### src/rtl/bncp_pkg.sv
`default_nettype none

package bncp_pkg;

   localparam int LEVEL_W    = 24;
   localparam int FRAC_W     = 16;
   localparam int SPEED_W    = 12;
   localparam int US_W       = 16;
   localparam int LED_W      = 8;
   localparam int PAL_W      = 8;
   localparam int NODE_AW    = 4;
   localparam int MOVE_AW    = 3;
   localparam int NODE_COUNT = 9;
   localparam int MOVE_COUNT = 8;
   localparam int REQ_W      = 48;
   localparam int REQ_USER_W = 2;
   localparam int RSP_W      = 16;

   localparam logic [REQ_USER_W-1:0] OP_LOAD  = 2'd0;
   localparam logic [REQ_USER_W-1:0] OP_TICK  = 2'd1;
   localparam logic [REQ_USER_W-1:0] OP_QUERY = 2'd2;

   typedef enum logic [3:0] {
      ST_CLEAR,
      ST_IDLE,
      ST_TICK,
      ST_DRAIN,
      ST_RD_A,
      ST_RD_B,
      ST_MUL_B,
      ST_SUM,
      ST_DIV,
      ST_OUT
   } state_type;

   typedef struct packed {
      logic                       vld;
      logic [MOVE_AW-1:0]         idx;
      logic [LEVEL_W-1:0]         level;
      logic signed [SPEED_W-1:0]  speed;
   } wb_type;

endpackage

`default_nettype wire

### src/rtl/bouncing_node_palette_interpolator.sv
// Load: the beat writes the node RAMs and the block stays ready for the next beat.
// Tick: eight node reads issue back to back through a six-stage motion pipeline
//   (one shared multiplier chain) into the node RAMs; the next beat waits until it drains.
// Query: the beat steps through RD_A, RD_B, MUL_B, SUM, DIV and OUT, the result is
//   registered in OUT, and OUT holds while the previous result still waits on rsp_tready.
// Reset: synchronous; a clearing pass over all nine nodes zeroes the node RAMs first.
`default_nettype none

module bouncing_node_palette_interpolator #(
   parameter int LED_COUNT = 256
) (
   input  logic                               clock,
   input  logic                               reset,
   input  logic                               req_tvalid,
   output logic                               req_tready,
   // node_index[3:0], node_level[11:4], node_velocity[23:12],
   // elapsed_us[39:24], led_position[47:40]
   input  logic [bncp_pkg::REQ_W-1:0]         req_tdata,
   // op[1:0]
   input  logic [bncp_pkg::REQ_USER_W-1:0]    req_tuser,
   output logic                               rsp_tvalid,
   input  logic                               rsp_tready,
   // palette_index[7:0], led_echo[15:8]
   output logic [bncp_pkg::RSP_W-1:0]         rsp_tdata
);
   import bncp_pkg::*;

   localparam int SPACING   = LED_COUNT / 8;
   localparam int LAST_LOC  = LED_COUNT - 1;
   localparam int LAST_SPAN = LAST_LOC - 7 * SPACING;
   localparam int SPAN_MAX  = (SPACING > LAST_SPAN) ? SPACING : LAST_SPAN;
   localparam int SPAN_W    = $clog2(SPAN_MAX + 1);
   localparam int LOC_W     = $clog2(LED_COUNT);
   localparam int CMP_W     = (LOC_W > LED_W) ? LOC_W : LED_W;
   localparam int PROD_W    = LEVEL_W + SPAN_W;
   localparam int NUM_W     = SPAN_W + PAL_W;

   state_type state_ff, state_in;

   logic [NODE_AW-1:0]        clr_ff;
   logic [MOVE_AW-1:0]        tick_cnt_ff;
   logic                      issue_vld_ff;
   logic [MOVE_AW-1:0]        issue_idx_ff;
   logic [US_W-1:0]           us_ff;
   logic [MOVE_AW-1:0]        q_seg_ff;
   logic [SPAN_W-1:0]         q_span_ff;
   logic [SPAN_W-1:0]         q_dist_ff;
   logic [LED_W-1:0]          q_led_ff;
   logic [PROD_W-1:0]         prod_a_ff;
   logic [PROD_W-1:0]         prod_b_ff;
   logic                      rsp_vld_ff;
   logic [RSP_W-1:0]          rsp_data_ff;

   logic [LEVEL_W-1:0]        lvl_mem [0:NODE_COUNT-1];
   logic signed [SPEED_W-1:0] spd_mem [0:MOVE_COUNT-1];
   logic [LEVEL_W-1:0]        lvl_rd_ff;
   logic signed [SPEED_W-1:0] spd_rd_ff;

   logic                      lvl_we, spd_we;
   logic [NODE_AW-1:0]        lvl_wa, lvl_ra;
   logic [MOVE_AW-1:0]        spd_wa;
   logic [LEVEL_W-1:0]        lvl_wd;
   logic signed [SPEED_W-1:0] spd_wd;

   logic                      req_beat;
   logic [NODE_AW-1:0]        req_idx;
   logic [LED_W-1:0]          req_level;
   logic signed [SPEED_W-1:0] req_speed;
   logic [US_W-1:0]           req_us;
   logic [LED_W-1:0]          req_led;

   logic [CMP_W-1:0]          led_ext, led_clamp;
   logic [LOC_W-1:0]          l_pos, seg_start;
   logic [MOVE_AW-1:0]        seg;
   logic [SPAN_W-1:0]         span, seg_off;

   logic                      div_start, div_done, rsp_load;
   logic [PROD_W:0]           num_sum;
   logic [NUM_W-1:0]          numer;
   logic [PAL_W-1:0]          quotient;

   wb_type                    mot_wb;
   logic                      mot_busy;

   assign req_idx   = req_tdata[3:0];
   assign req_level = req_tdata[11:4];
   assign req_speed = req_tdata[23:12];
   assign req_us    = req_tdata[39:24];
   assign req_led   = req_tdata[47:40];
   assign req_beat  = req_tvalid & req_tready;

   // segment lookup at the fixed node locations
   always_comb begin
      led_ext   = CMP_W'(req_led);
      led_clamp = (led_ext > CMP_W'(LAST_LOC)) ? CMP_W'(LAST_LOC) : led_ext;
      l_pos     = LOC_W'(led_clamp);
      seg       = '0;
      seg_start = '0;
      for (int i = 1; i < MOVE_COUNT; i++) begin
         if (l_pos >= LOC_W'(i * SPACING)) begin
            seg       = MOVE_AW'(i);
            seg_start = LOC_W'(i * SPACING);
         end
      end
      span    = (seg == MOVE_AW'(MOVE_COUNT - 1)) ? SPAN_W'(LAST_SPAN) : SPAN_W'(SPACING);
      seg_off = SPAN_W'(l_pos - seg_start);
   end

   // next state
   always_comb begin
      state_in = state_ff;
      case (state_ff)
         ST_CLEAR: begin
            if (clr_ff == NODE_AW'(NODE_COUNT - 1)) state_in = ST_IDLE;
         end
         ST_IDLE: begin
            if (req_beat) begin
               if (req_tuser == OP_TICK) begin
                  state_in = ST_TICK;
               end else if (req_tuser == OP_QUERY) begin
                  state_in = ST_RD_A;
               end
            end
         end
         ST_TICK: begin
            if (tick_cnt_ff == MOVE_AW'(MOVE_COUNT - 1)) state_in = ST_DRAIN;
         end
         ST_DRAIN: begin
            if (!mot_busy && !issue_vld_ff) state_in = ST_IDLE;
         end
         ST_RD_A:  state_in = ST_RD_B;
         ST_RD_B:  state_in = ST_MUL_B;
         ST_MUL_B: state_in = ST_SUM;
         ST_SUM:   state_in = ST_DIV;
         ST_DIV: begin
            if (div_done) state_in = ST_OUT;
         end
         ST_OUT: begin
            if (!rsp_vld_ff || rsp_tready) state_in = ST_IDLE;
         end
         default: state_in = ST_CLEAR;
      endcase
   end

   // outputs and RAM port control
   always_comb begin
      req_tready = (state_ff == ST_IDLE);
      div_start  = (state_ff == ST_SUM);
      rsp_load   = (state_ff == ST_OUT) && (!rsp_vld_ff || rsp_tready);
      lvl_ra     = '0;
      lvl_we     = 1'b0;
      lvl_wa     = '0;
      lvl_wd     = '0;
      spd_we     = 1'b0;
      spd_wa     = '0;
      spd_wd     = '0;
      case (state_ff)
         ST_TICK: lvl_ra = NODE_AW'(tick_cnt_ff);
         ST_RD_A: lvl_ra = NODE_AW'(q_seg_ff);
         ST_RD_B: lvl_ra = NODE_AW'(q_seg_ff) + 1'b1;
         default: lvl_ra = '0;
      endcase
      if (state_ff == ST_CLEAR) begin
         lvl_we = 1'b1;
         lvl_wa = clr_ff;
         spd_we = (clr_ff < NODE_AW'(MOVE_COUNT));
         spd_wa = MOVE_AW'(clr_ff);
      end else if (mot_wb.vld) begin
         lvl_we = 1'b1;
         lvl_wa = NODE_AW'(mot_wb.idx);
         lvl_wd = mot_wb.level;
         spd_we = 1'b1;
         spd_wa = mot_wb.idx;
         spd_wd = mot_wb.speed;
      end else if (req_beat && req_tuser == OP_LOAD && req_idx < NODE_AW'(NODE_COUNT)) begin
         lvl_we = 1'b1;
         lvl_wa = req_idx;
         lvl_wd = {req_level, FRAC_W'(0)};
         spd_we = (req_idx < NODE_AW'(MOVE_COUNT));
         spd_wa = MOVE_AW'(req_idx);
         spd_wd = req_speed;
      end
   end

   always_ff @(posedge clock) begin
      if (lvl_we) lvl_mem[lvl_wa] <= lvl_wd;
      lvl_rd_ff <= lvl_mem[lvl_ra];
   end

   always_ff @(posedge clock) begin
      if (spd_we) spd_mem[spd_wa] <= spd_wd;
      spd_rd_ff <= spd_mem[tick_cnt_ff];
   end

   always_ff @(posedge clock) begin
      if (reset) begin
         state_ff     <= ST_CLEAR;
         clr_ff       <= '0;
         tick_cnt_ff  <= '0;
         issue_vld_ff <= 1'b0;
         rsp_vld_ff   <= 1'b0;
      end else begin
         state_ff     <= state_in;
         issue_vld_ff <= (state_ff == ST_TICK);
         if (state_ff == ST_CLEAR) clr_ff <= clr_ff + 1'b1;
         if (req_beat) begin
            tick_cnt_ff <= '0;
         end else if (state_ff == ST_TICK) begin
            tick_cnt_ff <= tick_cnt_ff + 1'b1;
         end
         if (rsp_load) begin
            rsp_vld_ff <= 1'b1;
         end else if (rsp_tready) begin
            rsp_vld_ff <= 1'b0;
         end
      end
   end

   always_ff @(posedge clock) begin
      issue_idx_ff <= tick_cnt_ff;
      if (req_beat) begin
         us_ff     <= req_us;
         q_seg_ff  <= seg;
         q_span_ff <= span;
         q_dist_ff <= seg_off;
         q_led_ff  <= req_led;
      end
      if (state_ff == ST_RD_B) prod_a_ff <= PROD_W'(lvl_rd_ff) * PROD_W'(q_span_ff - q_dist_ff);
      if (state_ff == ST_MUL_B) prod_b_ff <= PROD_W'(lvl_rd_ff) * PROD_W'(q_dist_ff);
      if (rsp_load) rsp_data_ff <= {q_led_ff, quotient};
   end

   always_comb begin
      num_sum = {1'b0, prod_a_ff} + {1'b0, prod_b_ff};
      numer   = NUM_W'(num_sum >> FRAC_W);
   end

   bncp_motion u_motion (
      .clock      (clock),
      .reset      (reset),
      .rd_vld     (issue_vld_ff),
      .rd_idx     (issue_idx_ff),
      .rd_level   (lvl_rd_ff),
      .rd_speed   (spd_rd_ff),
      .elapsed_us (us_ff),
      .wb         (mot_wb),
      .busy       (mot_busy)
   );

   bncp_div #(
      .NUM_W (NUM_W),
      .DEN_W (SPAN_W),
      .QUO_W (PAL_W),
      .DIV_A (SPACING),
      .DIV_B (LAST_SPAN)
   ) u_div (
      .clock    (clock),
      .reset    (reset),
      .start    (div_start),
      .numer    (numer),
      .denom    (q_span_ff),
      .done     (div_done),
      .quotient (quotient)
   );

   assign rsp_tvalid = rsp_vld_ff;
   assign rsp_tdata  = rsp_data_ff;

endmodule

`default_nettype wire

### src/rtl/bncp_motion.sv
`default_nettype none

module bncp_motion (
   input  logic                                 clock,
   input  logic                                 reset,
   input  logic                                 rd_vld,
   input  logic [bncp_pkg::MOVE_AW-1:0]         rd_idx,
   input  logic [bncp_pkg::LEVEL_W-1:0]         rd_level,
   input  logic signed [bncp_pkg::SPEED_W-1:0]  rd_speed,
   input  logic [bncp_pkg::US_W-1:0]            elapsed_us,
   output bncp_pkg::wb_type                     wb,
   output logic                                 busy
);
   import bncp_pkg::*;

   localparam int MAG_W    = SPEED_W;
   localparam int P_W      = MAG_W + US_W;
   localparam int RCP_W    = 32;
   localparam int MUL_W    = P_W + RCP_W;
   localparam int RCP_SH   = 35;
   localparam int Q_W      = 24;
   localparam int X_SH     = 10;
   localparam int X_W      = P_W + X_SH;
   localparam int SUM_W    = LEVEL_W + 3;

   // floor(2^45 / 15625); 65536/1e6 == 1024/15625
   localparam logic [RCP_W-1:0]      RECIP        = 32'd2251799813;
   localparam logic [13:0]           US_DIV       = 14'd15625;
   localparam logic signed [SUM_W-1:0] TOP_LEVEL    = 27'sd16711680;
   localparam logic signed [SUM_W-1:0] MIRROR_LEVEL = 27'sd33488896;
   localparam logic signed [SPEED_W-1:0] SPEED_MIN  = 12'sh800;
   localparam logic signed [SPEED_W-1:0] SPEED_MAX  = 12'sh7ff;

   typedef struct packed {
      logic [MOVE_AW-1:0]        idx;
      logic [LEVEL_W-1:0]        lev;
      logic signed [SPEED_W-1:0] spd;
   } node_type;

   function automatic logic signed [SPEED_W-1:0] neg_speed(input logic signed [SPEED_W-1:0] v);
      if (v == SPEED_MIN) begin
         return SPEED_MAX;
      end else begin
         return -v;
      end
   endfunction

   logic                 s1_vld_ff, s2_vld_ff, s3_vld_ff, s4_vld_ff, s5_vld_ff, s6_vld_ff;
   node_type             s1_node_ff, s2_node_ff, s3_node_ff, s4_node_ff, s5_node_ff;
   logic [P_W-1:0]       s1_p_ff, s2_p_ff, s3_p_ff;
   logic [Q_W-1:0]       s2_q_ff, s3_q_ff, s4_delta_ff;
   logic [X_W-1:0]       s3_t_ff;
   logic signed [SUM_W-1:0] s5_sum_ff;
   wb_type               s6_wb_ff;

   logic [MAG_W-1:0]     mag_in;
   logic [P_W-1:0]       p_in;
   logic [MUL_W-1:0]     rcp_prod;
   logic [Q_W-1:0]       q_in;
   logic [X_W-1:0]       t_in;
   logic [X_W-1:0]       x_val;
   logic [X_W-1:0]       rem_val;
   logic [Q_W-1:0]       delta_in;
   logic signed [SUM_W-1:0] dext;
   logic signed [SUM_W-1:0] sum_in;
   logic signed [SUM_W-1:0] lev_a, lev_b;
   logic signed [SPEED_W-1:0] spd_a, spd_b;
   wb_type               wb_in;

   always_comb begin
      mag_in = rd_speed[SPEED_W-1] ? MAG_W'(~rd_speed + 1'b1) : MAG_W'(rd_speed);
      p_in   = P_W'(mag_in) * P_W'(elapsed_us);
   end

   always_comb begin
      rcp_prod = MUL_W'(s1_p_ff) * MUL_W'(RECIP);
      q_in     = rcp_prod[RCP_SH +: Q_W];
   end

   assign t_in = X_W'(s2_q_ff) * X_W'(US_DIV);

   always_comb begin
      x_val    = {s3_p_ff, X_SH'(0)};
      rem_val  = x_val - s3_t_ff;
      delta_in = s3_q_ff + Q_W'(rem_val >= X_W'(US_DIV));
   end

   always_comb begin
      dext   = SUM_W'(s4_delta_ff);
      sum_in = $signed(SUM_W'(s4_node_ff.lev))
             + (s4_node_ff.spd[SPEED_W-1] ? -dext : dext);
   end

   always_comb begin
      lev_a = s5_sum_ff;
      spd_a = s5_node_ff.spd;
      if (lev_a < 0) begin
         lev_a = -lev_a;
         spd_a = neg_speed(spd_a);
      end
      lev_b = lev_a;
      spd_b = spd_a;
      if (lev_a > TOP_LEVEL) begin
         lev_b = MIRROR_LEVEL - lev_a;
         spd_b = neg_speed(spd_a);
      end
      if (lev_b < 0) begin
         lev_b = '0;
      end
      wb_in.vld   = s5_vld_ff;
      wb_in.idx   = s5_node_ff.idx;
      wb_in.level = lev_b[LEVEL_W-1:0];
      wb_in.speed = spd_b;
   end

   always_ff @(posedge clock) begin
      if (reset) begin
         s1_vld_ff <= 1'b0;
         s2_vld_ff <= 1'b0;
         s3_vld_ff <= 1'b0;
         s4_vld_ff <= 1'b0;
         s5_vld_ff <= 1'b0;
         s6_vld_ff <= 1'b0;
      end else begin
         s1_vld_ff <= rd_vld;
         s2_vld_ff <= s1_vld_ff;
         s3_vld_ff <= s2_vld_ff;
         s4_vld_ff <= s3_vld_ff;
         s5_vld_ff <= s4_vld_ff;
         s6_vld_ff <= s5_vld_ff;
      end
   end

   always_ff @(posedge clock) begin
      s1_node_ff.idx <= rd_idx;
      s1_node_ff.lev <= rd_level;
      s1_node_ff.spd <= rd_speed;
      s1_p_ff        <= p_in;
      s2_node_ff     <= s1_node_ff;
      s2_p_ff        <= s1_p_ff;
      s2_q_ff        <= q_in;
      s3_node_ff     <= s2_node_ff;
      s3_p_ff        <= s2_p_ff;
      s3_q_ff        <= s2_q_ff;
      s3_t_ff        <= t_in;
      s4_node_ff     <= s3_node_ff;
      s4_delta_ff    <= delta_in;
      s5_node_ff     <= s4_node_ff;
      s5_sum_ff      <= sum_in;
      s6_wb_ff       <= wb_in;
   end

   always_comb begin
      wb     = s6_wb_ff;
      wb.vld = s6_vld_ff;
   end

   assign busy = s1_vld_ff | s2_vld_ff | s3_vld_ff | s4_vld_ff | s5_vld_ff | s6_vld_ff;

endmodule

`default_nettype wire

### src/rtl/bncp_div.sv
`default_nettype none

module bncp_div #(
   parameter int NUM_W = 13,
   parameter int DEN_W = 5,
   parameter int QUO_W = 8,
   parameter int DIV_A = 16,
   parameter int DIV_B = 15
) (
   input  logic             clock,
   input  logic             reset,
   input  logic             start,
   input  logic [NUM_W-1:0] numer,
   input  logic [DEN_W-1:0] denom,
   output logic             done,
   output logic [QUO_W-1:0] quotient
);

   localparam int SH_W  = NUM_W + DEN_W;
   localparam int RCP_W = SH_W + 1;
   localparam int PRD_W = NUM_W + RCP_W;

   // ceil(2^SH_W / d) gives an exact floor for any numer below 2^NUM_W, d <= 2^DEN_W
   localparam longint RCP_A_L = ((longint'(1) << SH_W) + longint'(DIV_A) - 1) / longint'(DIV_A);
   localparam longint RCP_B_L = ((longint'(1) << SH_W) + longint'(DIV_B) - 1) / longint'(DIV_B);
   localparam logic [RCP_W-1:0] RCP_A = RCP_W'(RCP_A_L);
   localparam logic [RCP_W-1:0] RCP_B = RCP_W'(RCP_B_L);

   logic             done_ff;
   logic [QUO_W-1:0] quo_ff;
   logic [RCP_W-1:0] rcp;
   logic [PRD_W-1:0] prod;

   // numer < denom << QUO_W, so the quotient fits
   always_comb begin
      rcp  = (denom == DEN_W'(DIV_B)) ? RCP_B : RCP_A;
      prod = PRD_W'(numer) * PRD_W'(rcp);
   end

   always_ff @(posedge clock) begin
      if (reset) begin
         done_ff <= 1'b0;
      end else begin
         done_ff <= start;
      end
   end

   always_ff @(posedge clock) begin
      if (start) quo_ff <= prod[SH_W +: QUO_W];
   end

   assign done     = done_ff;
   assign quotient = quo_ff;

endmodule

`default_nettype wire
### config.mk
export PLATFORM = sky130hd
export DESIGN_NAME = bouncing_node_palette_interpolator
export DESIGN_NICKNAME = d
export VERILOG_FILES = /design/src/rtl/bncp_pkg.sv /design/src/rtl/bouncing_node_palette_interpolator.sv /design/src/rtl/bncp_motion.sv /design/src/rtl/bncp_div.sv
export SDC_FILE = /design/constraint.sdc
export NUM_CORES = 2
export LEC_CHECK = 0
export BUFFER_PORTS_ARGS = -buffer_cell sky130_fd_sc_hd__buf_4
export CAP_MARGIN = 10
export CORE_ASPECT_RATIO = 1.25
export CORE_MARGIN = 2
export CORE_UTILIZATION = 55
export DETAILED_ROUTE_END_ITERATION = 10
export GPL_TIMING_DRIVEN = 0
export MAX_ROUTING_LAYER = met4
export PLACE_DENSITY = 0.71
export RECOVER_POWER = 100
export SLEW_MARGIN = 20
export SYNTH_ARGS = -nofsm -noshare
export SYNTH_HDL_FRONTEND = slang
export SYNTH_SLANG_ARGS = --single-unit
### constraint.sdc
create_clock -name clock -period 9.22 [get_ports clock]
set_clock_uncertainty 0.05 [all_clocks]
set_input_delay 1.844 -clock clock [delete_from_list [all_inputs] [get_ports clock]]
set_output_delay 1.844 -clock clock [all_outputs]
set_load 0.005 [all_outputs]
# Word level (Yosys, flattened, before mapping)
# Memories as Yosys holds them, arrays and structs flattened. A register that Yosys moved wholly into a read port is not among the register bits.
# Cells that the tools add are included.
[word_totals] word_cells=188 in_bits=54 output_inout_bits=18 regBits=577 n_memories=2 ramBits=312
[memory_table] name="lvl_mem" depth=9 width=24 rd=1 rd_ports_with_merged_regs=1 wr=1 line="bouncing_node_palette_interpolator.sv:54" text="logic [LEVEL_W-1:0] lvl_mem [0:NODE_COUNT-1];"
[memory_table] name="spd_mem" depth=8 width=12 rd=1 rd_ports_with_merged_regs=1 wr=1 line="bouncing_node_palette_interpolator.sv:55" text="logic signed [SPEED_W-1:0] spd_mem [0:MOVE_COUNT-1];"
[op_classes] multipliers=6 n_lt_le_gt_ge=15 n_eq_ne=24 bitwise=7 reduce_logical=13 add_sub_neg=15 mux=59
[op_table] op="$mux W12" count=8
[op_table] op="$mux W27" count=3
[op_table] op="$mux W24" count=3
[op_table] op="$mul A28 B32 Y59 const B" count=1
[op_table] op="$lt A27 B1 Y1 const B" count=2
[op_table] op="$mux W6" count=8
[op_table] op="$mux W4" count=11
[op_table] op="$pmux W4 S10" count=1
[op_table] op="$ge A38 B14 Y1 const B" count=1
[op_table] op="$mul A24 B14 Y38 const B" count=1
[op_table] op="$sub A38 B38 Y38" count=1
[op_table] op="$ge A8 B8 Y1 const B" count=4
[op_table] op="$add A30 B30 Y30" count=1
[op_table] op="$mul A24 B6 Y30" count=1
[op_table] op="$mul A25 B7 Y30" count=1
[op_table] op="$mul A12 B16 Y28" count=1
[op_table] op="$mul A14 B21 Y28" count=1
[op_table] op="$add A25 B27 Y27" count=1
[op_table] op="$gt A27 B25 Y1 const B" count=1
[op_table] op="$mux W3" count=9
[op_table] op="$neg A24 Y27" count=1
[op_table] op="$neg A27 Y27" count=1
[op_table] op="$sub A26 B27 Y27 const A" count=1
[op_table] op="$add A24 B1 Y24" count=1
[op_table] op="38 further kinds" count=75

# Longest topological paths before layout
[logic_depth] depth_word=12 mapped_depth=30 depth_no_buf=30

# Modules after synthesis
# From an unflattened synthesis, not the netlist that was laid out.
[unflattened] hier_cells=6186 hier_area_um2=67823.8
[modules_own_cells] module="bncp_motion" area_per_inst_um2=37975.2 cells_each=3813 instances=1 seq_area_each_um2=8688.3
[modules_own_cells] module="bouncing_node_palette_interpolator" area_per_inst_um2=27874.2 cells_each=2187 instances=1 seq_area_each_um2=13593.0
[modules_own_cells] module="bncp_div" area_per_inst_um2=1974.4 cells_each=186 instances=1 seq_area_each_um2=260.2

# Worst setup path after synthesis
# OpenSTA, ideal clock, no wires.
[synth_timing] path_type="register to register" startpoint="register spd_rd_ff[0], read port of spd_mem" endpoint="register u_motion.s1_p_ff[27]" slack_ns=2.011 path_buffers=3 arrival_time_ns=7.039 setup_ns=0.120 required_time_ns=9.050 stages_incl_launch_ff=30 synth_period_minus_slack_ns=7.209 cell_sequence="dfxtp_1 clkbuf_1 clkbuf_1 inv_1 ha_1 nand2b_1 o21ai_0 xnor2_1 clkbuf_1 nand2_1 fa_1 fa_1 inv_1 fa_1 fa_1 inv_1 fa_1 inv_1 ha_1 o21a_1 nor2_1 nor2b_1 nor2_1 a221oi_1 a41o_1 or4_1 and3_1 a2111oi_0 a21oi_1 xnor2_1"
[synth_between] elab_chain_cells=4
[synth_lines] element="start, declared" line="bouncing_node_palette_interpolator.sv:57" text="logic signed [SPEED_W-1:0] spd_rd_ff;"
[synth_lines] element="$not A12 Y12" line="bncp_motion.sv:71" text="mag_in = rd_speed[SPEED_W-1] ? MAG_W'(~rd_speed + 1'b1) : MAG_W'(rd_speed);"
[synth_lines] element="$add A12 B1 Y12" line="bncp_motion.sv:71"
[synth_lines] element="$mux W12 *" line="bncp_motion.sv:71"
[synth_lines] element="$mul A12 B16 Y28 *" line="bncp_motion.sv:72" text="p_in = P_W'(mag_in) * P_W'(elapsed_us);"
[synth_lines] element="net u_motion.p_in[27]" line="bncp_motion.sv:57" text="logic [P_W-1:0] p_in;"
[synth_lines] element="end signal, assigned" line="bncp_motion.sv:138" text="s1_p_ff <= p_in;"
[synth_lines] element="end, declared" line="bncp_motion.sv:50" text="logic [P_W-1:0] s1_p_ff, s2_p_ff, s3_p_ff;"
# Mark *: on every way through the listed nets, which the timed path passes. The rest lies on a longest branch.
# A chain may end at the register's enable or synchronous reset.

# Final worst setup path
# Same ends and word-level chain as after synthesis.

==> metrics.txt <==
outcome complete, but fails checks; violated checks capacitance limit, slew limit; Net count, final 7829; Worst Path Buf+Inv 7; clk buf depth 3; Worst path max stage delay 620 ps; Vias 43500; routability cong. 0.938; root buffer cell clkbuf_16; die width 316 um; Clock Sinks 913; Top Ports 72; Reg2Reg Depth 28; most used flip-flop cell after synthesis dfxtp_1; # H-tree levels 3; synth top area cells fa_1, edfxtp_1, dfxtp_1; crit share post-route 96.0%; layout cell share with drive strength beyond 1 5.54%; top cells by count, synth inv_1, ha_1, fa_1; f_max 113 MHz; vias in the first global route 45800; Initial Util 55.3%; cts bufs inserted 91; grt ovf 0; max-slew violation count 35; drt pass-1 iters 6; delay-heaviest family, CP adder cells; hold_sp u_motion.s2_p_ff[7]; most common cell in the netlist inv_1; cells after synthesis 6088; vias per cell 5.47; Critical Path End Type flop; Worst R2R Setup Slack 370 ps; Async SR Flop Fraction 0%; Synth Warn # 0; largest net degree at the start of global routing 35; synth unique cells 87; MaxCap Viol Count 1; syn avg cell area 11.0 um^2; GRT busiest layer met2; wire per inst 19.2 um; synthesized cell area 67100 um^2; die area 125000 um^2; crit path max fanout 10; number of fill cells 9902; Worst Tran Pin Value 2610 ps; Global Route Usage Sum 26.0%; post-synth top area share 21.7%; Port Buffers 70; Yosys reg bits 913; clock-pin slew on the worst setup and hold paths 60 ps; sequential fraction of the synthesis area 33.6%; Top cell by count, worst path fa_1; FF-to-FF End u_motion.s1_p_ff[27]; Final Hold Viols 0; Core Box Area 121000 um^2; WP data arrival 9360 ps; WHS Endpoint u_motion.s3_p_ff[7]; Hold Path Depth 0; time the worst path needs with I/O delays and setup 8850 ps; # DRC 0; global-route met2 utilization 46.3%; Iteration-0 DRC Markers 2458; worst min-delay path category flop to flop; Yosys top cell by area fa_1; Final setup viols 0; FF-to-FF Start spd_rd_ff[0]; Layout area overhead 8.73%; Skew-Pair Late Insertion Delay 730 ps; CTS tree built; net count after synthesis 7642; met1 Resource Use GR 29.9%; Die H 395 um; required time worst endpoint 9720 ps; startpoint types flop; grt met3 use 2.58%; critical path type flop to flop; slowest cell on the critical path a2111oi_1; first-pass GRT wire length 245000 um; num rows 143; initial antenna violation count 2; Fin Setup TNS 0 ps; Slew headroom -74.2%; EDFF count, synth 426; final wirelength 152000 um; DP HPWL 122000 um; antenna viol nets, final 0
final cells by class:
cell class	instances	area, um^2	area share (%)
Multi-Input combinational cell	3896	39800	54.5
Sequential cell	913	22500	30.9
Inverter	1125	4220	5.79
Clock buffer	121	2640	3.61
Tap cell	1595	2000	2.73
Timing Repair Buffer	94	651	0.892
Buffer	154	584	0.801
Clock inverter	48	567	0.777
Antenna cell	2	5.00	0.00686
stage by stage:
stage	instances	hold slack (ps)	instance area [um^2]	utilization (%)	worst slack [ps]
3_3_place_gp	7753	260	69600	57.4	-439
4_1_cts	7938	234	73300	60.4	50.0
6_report	7948	237	73000	60.2	367
2_1_floorplan	6088	260	67100	-	2010
5_1_grt	7948	242	73000	60.2	-6.09
3_5_place_dp	7769	262	70100	57.8	-182
how the worst max path moves through the flow:
stage                 start              endpoint  depth (start not counted)
6_report       spd_rd_ff[0]  u_motion.s1_p_ff[27]                         28
5_1_grt        spd_rd_ff[0]  u_motion.s1_p_ff[27]                         28
4_1_cts        q_dist_ff[1]         prod_a_ff[29]                         26
3_5_place_dp   spd_rd_ff[0]  u_motion.s1_p_ff[27]                         28
3_3_place_gp   spd_rd_ff[0]  u_motion.s1_p_ff[27]                         24
2_1_floorplan  spd_rd_ff[0]  u_motion.s1_p_ff[27]                         29
repair_timing:
action,in CTS,in global routing
hold buffers,0,0
buffers inserted,0,8
endpoints found under the setup margin,1,5
gates resized for setup,4,4
pin swaps,0,3
gates cloned,0,0
layer usage:
layer	part of all wire, %	wire length (um)
met5	0	0
met4	4.1	6190
met3	3.8	5790
met2	53	81200
met1	39	59100
cell usage in the layout, fill, tap and decap left out, types with 65 or more instances in the layout:
cell          n
mux4_2       72
a21oi_1     178
dfxtp_1     487
inv_1      1125
fa_1        729
nor2_1      242
xor2_1       91
xnor2_1     193
nand2_1     431
ha_1        771
clkbuf_16    97
clkbuf_1    176
a21o_1       72
and2_1      200
nand3_1      65
o21ai_0     142
edfxtp_1    426
sequential cells by signal, summed over array words and instances (netlist names), 30 cells and up:
name and count:
u_motion.s2_node_ff 39, u_motion.wb 39, u_motion.s3_t_ff 35, u_motion.s4_node_ff 39, u_motion.s3_node_ff 39, prod_b_ff 30
lvl_mem 216, spd_mem 96, prod_a_ff 30, u_motion.s1_node_ff 39
cells by family after synthesis:
| kind of cell | synth area share (%) |
|---|---|
| AO/OA/AOI/OAI | 6.46 |
| XOR/XNOR | 3.77 |
| adder cells (fa/ha/maj) | 36.1 |
| buffers and inverters | 7.19 |
| flip-flops | 33.6 |
| multiplexers | 3.13 |
| other | 0.00559 |
| AND/OR/NAND/NOR | 9.74 |
Power is not shown: default switching activity piles up to over one toggle a cycle in this logic, so the estimate is an artifact.
